$ cat config.mk
export PLATFORM = sky130hd
export DESIGN_NAME = key_value_table
export DESIGN_NICKNAME = d
export VERILOG_FILES = /design/src/rtl/core/kvt_pkg.sv /design/src/rtl/core/kvt_front.sv /design/src/rtl/core/kvt_engine.sv /design/src/rtl/core/key_value_table.sv
export SDC_FILE = /design/constraint.sdc
export NUM_CORES = 2
export LEC_CHECK = 0
export BUFFER_PORTS_ARGS = -buffer_cell sky130_fd_sc_hd__buf_2
export CELL_PAD_IN_SITES_DETAIL_PLACEMENT = 1
export CELL_PAD_IN_SITES_GLOBAL_PLACEMENT = 2
export CORE_MARGIN = 2
export CORE_UTILIZATION = 40
export CTS_CLUSTER_DIAMETER = 150
export DETAILED_ROUTE_END_ITERATION = 6
export PLACE_DENSITY = 0.75
export SLEW_MARGIN = 20
export SYNTH_ARGS = -nofsm -noshare
export SYNTH_HDL_FRONTEND = slang
export SYNTH_MEMORY_MAX_BITS = 65536
export SYNTH_SLANG_ARGS = --single-unit
$ cat constraint.sdc
create_clock -name clock -period 7.5 [get_ports clock]
set_input_delay 0.375 -clock clock [delete_from_list [all_inputs] [get_ports clock]]
set_output_delay 0.375 -clock clock [all_outputs]
set_load 0.02 [all_outputs]
$ cat src/rtl/core/kvt_pkg.sv
`timescale 1ns / 1ps
// ----------------------------------------------------------------------------
// Key/value table package
// Sizes, codes and shared types of the key/value table.
// ----------------------------------------------------------------------------
package kvt_pkg;

   localparam int DEPTH      = 64;
   localparam int KEY_BITS   = 32;
   localparam int VALUE_BITS = 32;
   localparam int IDX_BITS   = $clog2(DEPTH);
   localparam int CNT_BITS   = $clog2(DEPTH + 1);
   localparam int CMP_BITS   = CNT_BITS + 1;
   localparam int ENTRY_BITS = 7;

   localparam logic [1:0] OP_SET = 2'd0;
   localparam logic [1:0] OP_GET = 2'd1;
   localparam logic [1:0] OP_DEL = 2'd2;

   localparam logic [1:0] STATUS_OK       = 2'd0;
   localparam logic [1:0] STATUS_MISSING  = 2'd1;
   localparam logic [1:0] STATUS_FULL     = 2'd2;
   localparam logic [1:0] STATUS_RESERVED = 2'd3;

   typedef enum logic [1:0] {
      CLS_SET,
      CLS_GET,
      CLS_DEL,
      CLS_NOP
   } cls_type;

   typedef enum logic [2:0] {
      S_IDLE,
      S_READ,
      S_CMP,
      S_MISS,
      S_SHIFT_RD,
      S_SHIFT_WR
   } engine_state_type;

   typedef struct packed {
      logic [1:0]  opcode;
      logic [31:0] key;
      logic [31:0] value_in;
   } req_type;

   typedef struct packed {
      logic [1:0]  status;
      logic [31:0] value_out;
      logic [ENTRY_BITS-1:0] entry_count;
   } rsp_type;

   typedef struct packed {
      cls_type                cls;
      logic [KEY_BITS-1:0]    key;
      logic [VALUE_BITS-1:0]  value;
   } cmd_type;

   typedef struct packed {
      logic [KEY_BITS-1:0]    key;
      logic [VALUE_BITS-1:0]  value;
   } entry_type;

endpackage

$ cat src/rtl/core/kvt_front.sv
`timescale 1ns / 1ps
// ----------------------------------------------------------------------------
// Key/value table front end
// Takes requests, decodes the opcode into a command class and holds up to
// two commands for the engine.
// ----------------------------------------------------------------------------
module kvt_front (
   input  logic             clock,
   input  logic             reset,
   input  logic             push,
   output logic             full,
   input  kvt_pkg::req_type req_item,
   output logic             cmd_valid,
   input  logic             cmd_pop,
   output kvt_pkg::cmd_type cmd
);

   kvt_pkg::cmd_type entries_ff [2];
   kvt_pkg::cmd_type new_cmd;
   logic             wr_ptr_ff, wr_ptr_in;
   logic             rd_ptr_ff, rd_ptr_in;
   logic [1:0]       fill_ff, fill_in;
   logic             push_ok;

   always_comb begin
      new_cmd.key   = req_item.key[kvt_pkg::KEY_BITS-1:0];
      new_cmd.value = req_item.value_in[kvt_pkg::VALUE_BITS-1:0];
      unique case (req_item.opcode)
         kvt_pkg::OP_SET: new_cmd.cls = kvt_pkg::CLS_SET;
         kvt_pkg::OP_GET: new_cmd.cls = kvt_pkg::CLS_GET;
         kvt_pkg::OP_DEL: new_cmd.cls = kvt_pkg::CLS_DEL;
         default:         new_cmd.cls = kvt_pkg::CLS_NOP;
      endcase
   end

   assign full      = (fill_ff == 2'd2);
   assign cmd_valid = (fill_ff != 2'd0);
   assign cmd       = entries_ff[rd_ptr_ff];
   assign push_ok   = push & ~full;

   always_comb begin
      wr_ptr_in = wr_ptr_ff ^ push_ok;
      rd_ptr_in = rd_ptr_ff ^ cmd_pop;
      fill_in   = fill_ff;
      if (push_ok && !cmd_pop) begin
         fill_in = fill_ff + 2'd1;
      end else if (!push_ok && cmd_pop) begin
         fill_in = fill_ff - 2'd1;
      end
   end

   always_ff @(posedge clock) begin
      if (reset) begin
         wr_ptr_ff <= 1'b0;
         rd_ptr_ff <= 1'b0;
         fill_ff   <= 2'd0;
      end else begin
         wr_ptr_ff <= wr_ptr_in;
         rd_ptr_ff <= rd_ptr_in;
         fill_ff   <= fill_in;
      end
   end

   always_ff @(posedge clock) begin
      if (push_ok) begin
         entries_ff[wr_ptr_ff] <= new_cmd;
      end
   end

endmodule

$ cat src/rtl/core/kvt_engine.sv
`timescale 1ns / 1ps
// ----------------------------------------------------------------------------
// Key/value table engine
// Runs one command at a time against the entry memory: a linear search,
// then a read-out, an update, an append or a shift-down, and posts the response.
// ----------------------------------------------------------------------------
module kvt_engine (
   input  logic             clock,
   input  logic             reset,
   input  logic             cmd_valid,
   output logic             cmd_pop,
   input  kvt_pkg::cmd_type cmd,
   output logic             rsp_valid,
   input  logic             rsp_pop,
   output kvt_pkg::rsp_type rsp_item
);

   kvt_pkg::entry_type mem [kvt_pkg::DEPTH];
   kvt_pkg::entry_type rd_data_ff;
   kvt_pkg::entry_type wr_data;
   logic                          mem_we;
   logic [kvt_pkg::IDX_BITS-1:0]  wr_addr;
   logic [kvt_pkg::IDX_BITS-1:0]  rd_addr;

   kvt_pkg::engine_state_type     state_ff, state_in;
   kvt_pkg::cmd_type              cmd_ff, cmd_in;
   logic [kvt_pkg::IDX_BITS-1:0]  idx_ff, idx_in;
   logic [kvt_pkg::CNT_BITS-1:0]  count_ff, count_in;
   logic                          rsp_valid_ff, rsp_valid_in;
   kvt_pkg::rsp_type              rsp_ff, rsp_in;

   logic                          finish;
   logic [1:0]                    fin_status;
   logic [31:0]                   fin_vout;
   logic [kvt_pkg::CMP_BITS-1:0]  idx_w;
   logic [kvt_pkg::CMP_BITS-1:0]  cnt_w;

   assign idx_w     = kvt_pkg::CMP_BITS'(idx_ff);
   assign cnt_w     = kvt_pkg::CMP_BITS'(count_ff);
   assign rsp_valid = rsp_valid_ff;
   assign rsp_item  = rsp_ff;

   always_comb begin
      state_in     = state_ff;
      cmd_in       = cmd_ff;
      idx_in       = idx_ff;
      count_in     = count_ff;
      rsp_valid_in = rsp_valid_ff & ~rsp_pop;
      rsp_in       = rsp_ff;
      cmd_pop      = 1'b0;
      mem_we       = 1'b0;
      wr_addr      = idx_ff;
      wr_data      = '{key: cmd_ff.key, value: cmd_ff.value};
      rd_addr      = idx_ff;
      finish       = 1'b0;
      fin_status   = kvt_pkg::STATUS_OK;
      fin_vout     = 32'd0;

      unique case (state_ff)
         kvt_pkg::S_IDLE: begin
            // A new command starts only once the response register is free.
            if (cmd_valid && !rsp_valid_ff) begin
               cmd_pop = 1'b1;
               cmd_in  = cmd;
               idx_in  = '0;
               if (cmd.cls == kvt_pkg::CLS_NOP) begin
                  finish = 1'b1;
               end else if (count_ff == '0) begin
                  state_in = kvt_pkg::S_MISS;
               end else begin
                  state_in = kvt_pkg::S_READ;
               end
            end
         end
         kvt_pkg::S_READ: begin
            state_in = kvt_pkg::S_CMP;
         end
         kvt_pkg::S_CMP: begin
            if (rd_data_ff.key == cmd_ff.key) begin
               unique case (cmd_ff.cls)
                  kvt_pkg::CLS_SET: begin
                     mem_we = 1'b1;
                     finish = 1'b1;
                  end
                  kvt_pkg::CLS_GET: begin
                     fin_vout = 32'(rd_data_ff.value);
                     finish   = 1'b1;
                  end
                  kvt_pkg::CLS_DEL: begin
                     if (idx_w + kvt_pkg::CMP_BITS'(1) < cnt_w) begin
                        state_in = kvt_pkg::S_SHIFT_RD;
                     end else begin
                        count_in = count_ff - kvt_pkg::CNT_BITS'(1);
                        finish   = 1'b1;
                     end
                  end
                  default: begin
                     finish = 1'b1;
                  end
               endcase
            end else if (idx_w + kvt_pkg::CMP_BITS'(1) == cnt_w) begin
               state_in = kvt_pkg::S_MISS;
            end else begin
               idx_in   = idx_ff + kvt_pkg::IDX_BITS'(1);
               state_in = kvt_pkg::S_READ;
            end
         end
         kvt_pkg::S_MISS: begin
            finish = 1'b1;
            if (cmd_ff.cls == kvt_pkg::CLS_SET) begin
               if (cnt_w < kvt_pkg::CMP_BITS'(kvt_pkg::DEPTH)) begin
                  mem_we   = 1'b1;
                  wr_addr  = count_ff[kvt_pkg::IDX_BITS-1:0];
                  count_in = count_ff + kvt_pkg::CNT_BITS'(1);
               end else begin
                  fin_status = kvt_pkg::STATUS_FULL;
               end
            end else begin
               fin_status = kvt_pkg::STATUS_MISSING;
            end
         end
         kvt_pkg::S_SHIFT_RD: begin
            rd_addr  = idx_ff + kvt_pkg::IDX_BITS'(1);
            state_in = kvt_pkg::S_SHIFT_WR;
         end
         kvt_pkg::S_SHIFT_WR: begin
            // Move the entry above the gap down by one slot.
            mem_we  = 1'b1;
            wr_data = rd_data_ff;
            idx_in  = idx_ff + kvt_pkg::IDX_BITS'(1);
            if (idx_w + kvt_pkg::CMP_BITS'(2) < cnt_w) begin
               state_in = kvt_pkg::S_SHIFT_RD;
            end else begin
               count_in = count_ff - kvt_pkg::CNT_BITS'(1);
               finish   = 1'b1;
            end
         end
         default: begin
            state_in = kvt_pkg::S_IDLE;
         end
      endcase

      if (finish) begin
         state_in            = kvt_pkg::S_IDLE;
         rsp_valid_in        = 1'b1;
         rsp_in.status       = fin_status;
         rsp_in.value_out    = fin_vout;
         rsp_in.entry_count  = kvt_pkg::ENTRY_BITS'(count_in);
      end
   end

   always_ff @(posedge clock) begin
      if (reset) begin
         state_ff     <= kvt_pkg::S_IDLE;
         count_ff     <= '0;
         rsp_valid_ff <= 1'b0;
      end else begin
         state_ff     <= state_in;
         count_ff     <= count_in;
         rsp_valid_ff <= rsp_valid_in;
      end
   end

   always_ff @(posedge clock) begin
      cmd_ff <= cmd_in;
      idx_ff <= idx_in;
      rsp_ff <= rsp_in;
   end

   always_ff @(posedge clock) begin
      if (mem_we) begin
         mem[wr_addr] <= wr_data;
      end
      rd_data_ff <= mem[rd_addr];
   end

endmodule

$ cat src/rtl/core/key_value_table.sv
`timescale 1ns / 1ps
// ----------------------------------------------------------------------------
// Key/value table
// An associative table of up to 64 unique keys in insertion order.
//
// Requests enter through push/full with req_item carrying opcode, key and
// value_in. Responses leave through empty/pop; rsp_item holds status,
// value_out and the entry count after the request.
// A front queue of two requests decouples the request side from the engine,
// so requests are taken while a response waits to be popped.
// The engine searches the entry memory one entry at a time (address, then
// compare against the registered read data). A response waits longer the
// more entries are compared, and a remove also shifts down each entry above
// the removed one; the wait is longest when a full table is searched without
// a hit, as for a set that finds no room.
// Requests with an unused opcode finish without a search.
// Reset empties the table and both queues; the memory is not cleared, since
// only entries below the entry count are ever read.
// When the receiver holds off pop, the engine waits after one response and
// up to two more requests are queued, then full rises.
// ----------------------------------------------------------------------------
module key_value_table (
   input  logic             clock,
   input  logic             reset,
   input  logic             push,
   output logic             full,
   input  kvt_pkg::req_type req_item,
   output logic             empty,
   input  logic             pop,
   output kvt_pkg::rsp_type rsp_item
);

   logic             cmd_valid;
   logic             cmd_pop;
   kvt_pkg::cmd_type cmd;
   logic             rsp_valid;

   kvt_front u_front (
      .clock     (clock),
      .reset     (reset),
      .push      (push),
      .full      (full),
      .req_item  (req_item),
      .cmd_valid (cmd_valid),
      .cmd_pop   (cmd_pop),
      .cmd       (cmd)
   );

   kvt_engine u_engine (
      .clock     (clock),
      .reset     (reset),
      .cmd_valid (cmd_valid),
      .cmd_pop   (cmd_pop),
      .cmd       (cmd),
      .rsp_valid (rsp_valid),
      .rsp_pop   (pop & rsp_valid),
      .rsp_item  (rsp_item)
   );

   assign empty = ~rsp_valid;

endmodule

# --- Yosys cells after proc, flatten, opt, wreduce, memory -nomap -nowiden ---
# Memory sizes are Yosys's and may differ from the RTL's. A register that Yosys moved wholly into a read port is not among the register bits.
# Cells that the tools add are included.
op_classes:
  n_addsub: 7
  multipliers: 0
  div: 0
  magnitude_cmp: 3
  eq_ne: 20
  shifts: 0
  n_mux: 50
  n_bitwise: 9
  reduce_logical: 19
ops:
  columns: ["op", "n"]
  rows:
  - ["$mux 64", 1]
  - ["$mux 6", 7]
  - ["$mux 7", 6]
  - ["$eq 32x32->1", 1]
  - ["$pmux 7 s3", 1]
  - ["$mux 1", 19]
  - ["$mux 3", 6]
  - ["$pmux 3 s6", 1]
  - ["$pmux 6 s3", 1]
  - ["$lt 8x7->1", 2]
  - ["$mux 2", 5]
  - ["$eq 2x2->1 const B", 4]
  - ["$eq 8x7->1", 1]
  - ["$add 6x1->7 const B", 1]
  - ["$add 6x2->7 const B", 1]
  - ["$add 7x1->7 const B", 1]
  - ["$logic_not 7->1", 1]
  - ["$lt 7x7->1 const B", 1]
  - ["$sub 7x1->7 const B", 1]
  - ["$add 6x1->6 const B", 1]
  - ["$eq 3x2->1 const B", 2]
  - ["$eq 3x3->1 const B", 2]
  - ["$ne 2x2->1 const B", 3]
  - ["$ne 3x3->1 const B", 2]
  - ["other kinds (22)", 37]
word_totals:
  ff_bits: 128
  latchBits: 0
  mem_bits_rw: 4228
  mem_bits_ro: 0
  inputBits: 70
  out_inout_bits: 43
  elab_cells: 124
  n_memories: 2
mem_list:
  columns: ["memory", "words", "word_bits", "read_ports", "rd_clocked_by_memory_dff", "wr", "line_no", "text"]
  rows:
  - ["u_engine.mem", 64, 64, 1, 1, 1, "kvt_engine.sv:18", "kvt_pkg::entry_type mem [kvt_pkg::DEPTH];"]
  - ["u_front.entries_ff", 2, 66, 1, 1, 1, "kvt_front.sv:18", "kvt_pkg::cmd_type entries_ff [2];"]

# --- Depth between registers and ports, before layout ---
depth:
  ltp_word: 7
  ltp_mapped: 13
  ltp_nobuf: 10

# --- By module ---
# From an unflattened synthesis, not the netlist that was laid out.
unflattened:
  cells_unflattened: 9925
  hier_area_um2: 165144.6
modules_own_cells:
  columns: ["mod", "n_inst", "cells_per_inst", "area_per_inst_um2", "seq_area_each_um2"]
  rows:
  - ["kvt_engine", 1, 9695, 160052.3, 127892.7]
  - ["kvt_front", 1, 228, 5082.4, 4043.9]
  - ["key_value_table", 1, 2, 10.0, 0.0]

# --- Worst setup path after synthesis ---
# OpenSTA, ideal clock, no wires.
synth_path:
  path_type: "register -> register"
  startpoint: "reg u_engine.state_ff[1]"
  endpoint: "mem u_engine.mem[39][0] (netlist name), enable pin"
  setup_time_ns: 0.565
  arrival_ns: 6.506
  t_required_ns: 6.935
  setup_slack_ns: 0.429
  stages_incl_launch_ff: 9
  n_path_buf: 3
  synth_period_minus_slack_ns: 7.071
  cell_sequence: "dfxtp_1 > buf_2 > nor2b_1 > nand2_1 > nor4_1 > clkbuf_1 > a31oi_1 > clkbuf_1 > nor3_1"
synth_between:
  elab_chain_len: 4
  word_cells_on_any_way: 7
  cone_classes: "eq/ne: 3; mux: 4"
synth_rtl:
  columns: ["item", "line_no", "text"]
  rows:
  - ["start: declaration", "kvt_engine.sv:25", "kvt_pkg::engine_state_type state_ff, state_in;"]
  - ["start signal: assignment", "kvt_engine.sv:154", "state_ff <= kvt_pkg::S_IDLE;"]
  - ["start signal: assignment", "kvt_engine.sv:158", "state_ff <= state_in;"]
  - ["$eq 3x3->1 or $eq 3x2->1 (tied branches)", "kvt_engine.sv:59", "unique case (state_ff)"]
  - ["$pmux 1 s3", "kvt_engine.sv:59", null]
  - ["$mux 1", "kvt_engine.sv:171", "if (mem_we) begin"]
  - ["$mux 1 (not written as such)", "kvt_engine.sv:172", "mem[wr_addr] <= wr_data;"]
  - ["end: declaration", "kvt_engine.sv:18", null]
# Parallel ways exist; a longest one is shown, timed or not.

# --- Final worst setup path ---
layout_path:
  startpoint: "reg u_engine.idx_ff[0] (netlist name)"
  endpoint: "reg u_engine.rd_data_ff[8] (netlist name)"
layout_between:
  elab_chain_len: 2
layout_rtl:
  columns: ["item", "line_no", "text"]
  rows:
  - ["start: declaration", "kvt_engine.sv:27", "logic [kvt_pkg::IDX_BITS-1:0] idx_ff, idx_in;"]
  - ["start signal: assignment", "kvt_engine.sv:166", "idx_ff <= idx_in;"]
  - ["$add 6x1->6", "kvt_engine.sv:123", "rd_addr = idx_ff + kvt_pkg::IDX_BITS'(1);"]
  - ["$mux 6 *", "kvt_engine.sv:59", null]
# Mark *: on every way between the ends. The rest lies on a longest branch, timed or not.
# A chain may end at the register's enable or synchronous reset.

==> impl_metrics.json <==
{
  "reg2reg_from": "u_engine.idx_ff[0]",
  "synth.distinct_cells": 76,
  "endpoint_kind": "flop",
  "syn_to_final_growth_pct": 14.4,
  "drt-wirelength-per-cell_um": 35.3,
  "cts_tree": "built",
  "status": "finished, final reports clean",
  "dp_slack_ps": 1770,
  "first_iter_violations": 14200,
  "synth-main-ff-cell": "edfxtp_1",
  "cp-startpoint": "u_engine.idx_ff[0]",
  "antenna_found_initial": 32,
  "required_ps": 8420,
  "finalSetupViolations": 0,
  "critPathCapture": "u_engine.rd_data_ff[8]",
  "rows": 234,
  "drive_gt1_frac": 0.127,
  "gp_congestion": 0.832,
  "ys_seq_elements": 4420,
  "grt_pass1_vias": 104000,
  "hold_class": "input port to flop",
  "grt_max_degree": 156,
  "start_util": 0.401,
  "die_height_um": 642,
  "grt_first_pass_wirelength_um": 777000,
  "dp_hpwl_um": 292000,
  "port_buffers": 112,
  "layout.nets": 9974,
  "cts_resized": 0,
  "synth_edf_count": 4341,
  "setup_tns_ps": 0,
  "cp-start-kind": "flop",
  "fmax_mhz": 183,
  "cts_sinks": 4420,
  "netlist_area_um2": 163000,
  "synth_fp_nets": 9715,
  "dieWidth_um": 642,
  "yosysTopAreaCell": "edfxtp_1",
  "vias": 102000,
  "ys_top_cells_by_area": "edfxtp_1 80%, o22ai_1 7.5%, nor3_1 2.6%",
  "core_um2": 406000,
  "reg2reg_depth": 9,
  "vias_per_cell": 6.50,
  "clk_pin_slew_ps": 60,
  "synth_cells": 9624,
  "fin_ws_ps": 2050,
  "fin_worst_skew_ps": 70.6,
  "wirelength_um": 554000,
  "arrival_ps": 6370,
  "timing.final.crit_share": 0.727,
  "grtUsageTotal": 0.259,
  "ctsRootBufferMaster": "clkbuf_16",
  "clk_path_buf_depth": 4,
  "peakVddDrop_uv": 376,
  "synth_warnings": 0,
  "htree_levels": 5,
  "die_area_um2": 412000,
  "cellPowerDensity_nw_per_um2": 412,
  "path_max_fanout": 71,
  "rrSetupSlack_ps": 2050,
  "numCtsBuffers": 437,
  "hold_depth": 2,
  "fin_crit_ps": 5450,
  "drcViolationCount": 0,
  "worstMarginPinSlew_ps": 1360,
  "avgSynthCellArea_um2": 16.9,
  "whs_ps": 104,
  "p_leak_uw": 0.0570,
  "post_cts_buffers": 0,
  "grt.overflow.total": 0,
  "yosysSeqAreaShare": 0.811,
  "firstDrtPassIters": 7,
  "path_class": "flop to flop",
  "relSlewSlack": 0.0800,
  "r2r_end": "u_engine.rd_data_ff[8]",
  "worstSkewPairLatency_ps": 1020,
  "ant_nets": 0,
  "ys_async_sr_fraction": 0,
  "maxCapViolCount": 0,
  "hold_viol": 0,
  "boundaryPins": 113,
  "netlist.area_leader.share": 0.801,
  "rsz0062_at_grt": "no",
  "holdBufCountCts": 70,
  "maxSlewViolCount": 0
}
## critical path: stages (launching register included)
cell,delay [ps]
edfxtp_1,370
buf_4,740
nand4_1,390
o21ai_1,670
nand3_4,810
buf_12,540
nor3_1,610
nor4_2,250
o22ai_1,750
a211o_1,190
## area by class of cell
class | instances | area, um^2
Fill cell | 38600 | 220000
Sequential cell | 4420 | 132000
Tap cell | 5428 | 6790
Multi-Input combinational cell | 4462 | 28600
Antenna cell | 9 | 22.5
Inverter | 15 | 58.8
Clock inverter | 223 | 1940
Timing Repair Buffer | 547 | 5000
Clock buffer | 582 | 11900
## flip-flops by register name (all words and copies together) (netlist names)
name	count
u_engine.idx_ff	6
u_front.rd_ptr_ff	1
u_engine.cmd_ff	66
u_engine.rsp_item	41
u_engine.rd_data_ff	64
u_engine.count_ff	7
u_engine.rsp_valid	1
u_front.wr_ptr_ff	1
u_front.fill_ff	2
u_engine.mem	4096
u_engine.state_ff	3
u_front.entries_ff	132
## metrics by stage
step                utilization  area, um^2  total power (uW)  std cells
floorplan                     -      163000             44500       9624
global placement          0.423      172000             54500      14800
detailed placement        0.423      172000             55200      14800
CTS                       0.459      186000             76400      15700
global route              0.459      186000             78700      15700
finish                    0.459      186000             76700      15700
## cell families after synthesis
kind of cell | synth area share
AND/OR/NAND/NOR | 0.0438
XOR/XNOR | 0.00258
adder cells (fa/ha/maj) | 0.00161
buffers and inverters | 0.0183
AO/OA/AOI/OAI | 0.116
flip-flops | 0.811
multiplexers | 0.00767
## worst min path at each step
| stage | startpoint | end | slack [ps] |
|---|---|---|---|
| 3_5_place_dp | u_front.fill_ff[1] | u_front.fill_ff[1] | 510 |
| 2_1_floorplan | reset | u_engine.count_ff[2] | 450 |
| 5_1_grt | req_item[45] | u_front.entries_ff[1][45] | 90 |
| 6_report | req_item[44] | u_front.entries_ff[0][44] | 100 |
| 3_3_place_gp | u_front.fill_ff[1] | u_front.fill_ff[1] | 480 |
| 4_1_cts | req_item[44] | u_front.entries_ff[1][44] | 40 |
## report_power, final
| part | leakage [uW] | switching (uW) | internal (uW) |
|---|---|---|---|
| Clock | 0.00677 | 9480 | 11900 |
| Sequential | 0.0398 | 536 | 30700 |
| Combinational | 0.0104 | 17800 | 6280 |
## Yosys cell counts (all sizes together), types with 18 or more instances
master,instances
a211o,61
a211oi,33
a21oi,39
a31oi,127
and2,40
buf,229
clkbuf,498
dfxtp,79
edfxtp,4341
ha,21
mux2,76
mux2i,25
nand2,228
nand3,18
nor2,110
nor2b,20
nor3,837
nor4,132
o21ai,196
o221ai,209
o22a,118
o22ai,1957
o311ai,58
xor2,38
## routing by layer
metal | track usage | up-vias | wire (um)
met3 | 0.0420 | 1129 | 53900
met5 | 0 | - | 76
met2 | 0.415 | 6132 | 260000
li1 | - | 40900 | -
met1 | 0.353 | 53800 | 215000
met4 | 0.108 | 12 | 24700
## placed cells by master (no fill, tap or decap), types with 11 or more instances in the layout
master	netlist	layout
dfxtp_1	79	78
a211oi_1	33	33
bufinv_16	0	22
nor3_2	0	50
nand4_1	11	11
edfxtp_1	4341	4341
clkinv_1	1	84
clkbuf_16	0	441
nor2b_1	20	20
o22a_1	118	117
o311ai_0	58	46
buf_12	0	76
o21ai_0	193	192
inv_1	14	13
a31oi_1	127	124
a21oi_1	39	39
clkbuf_8	0	33
nor4_1	132	127
nor2_1	110	99
mux2_2	75	75
and2_1	39	39
nand2_1	227	214
dlygate4sd3_1	0	70
mux2i_1	24	23
xor2_1	38	38
inv_6	0	11
o22ai_1	1957	1954
buf_4	1	281
clkinv_2	0	81
nand3_1	16	16
clkbuf_1	498	108
nor3_1	837	783
ha_1	21	19
o221ai_1	209	209
a211o_1	61	61
buf_2	133	113
nor2_4	0	11
No activity file was read; power rests on OpenSTA's default activity.
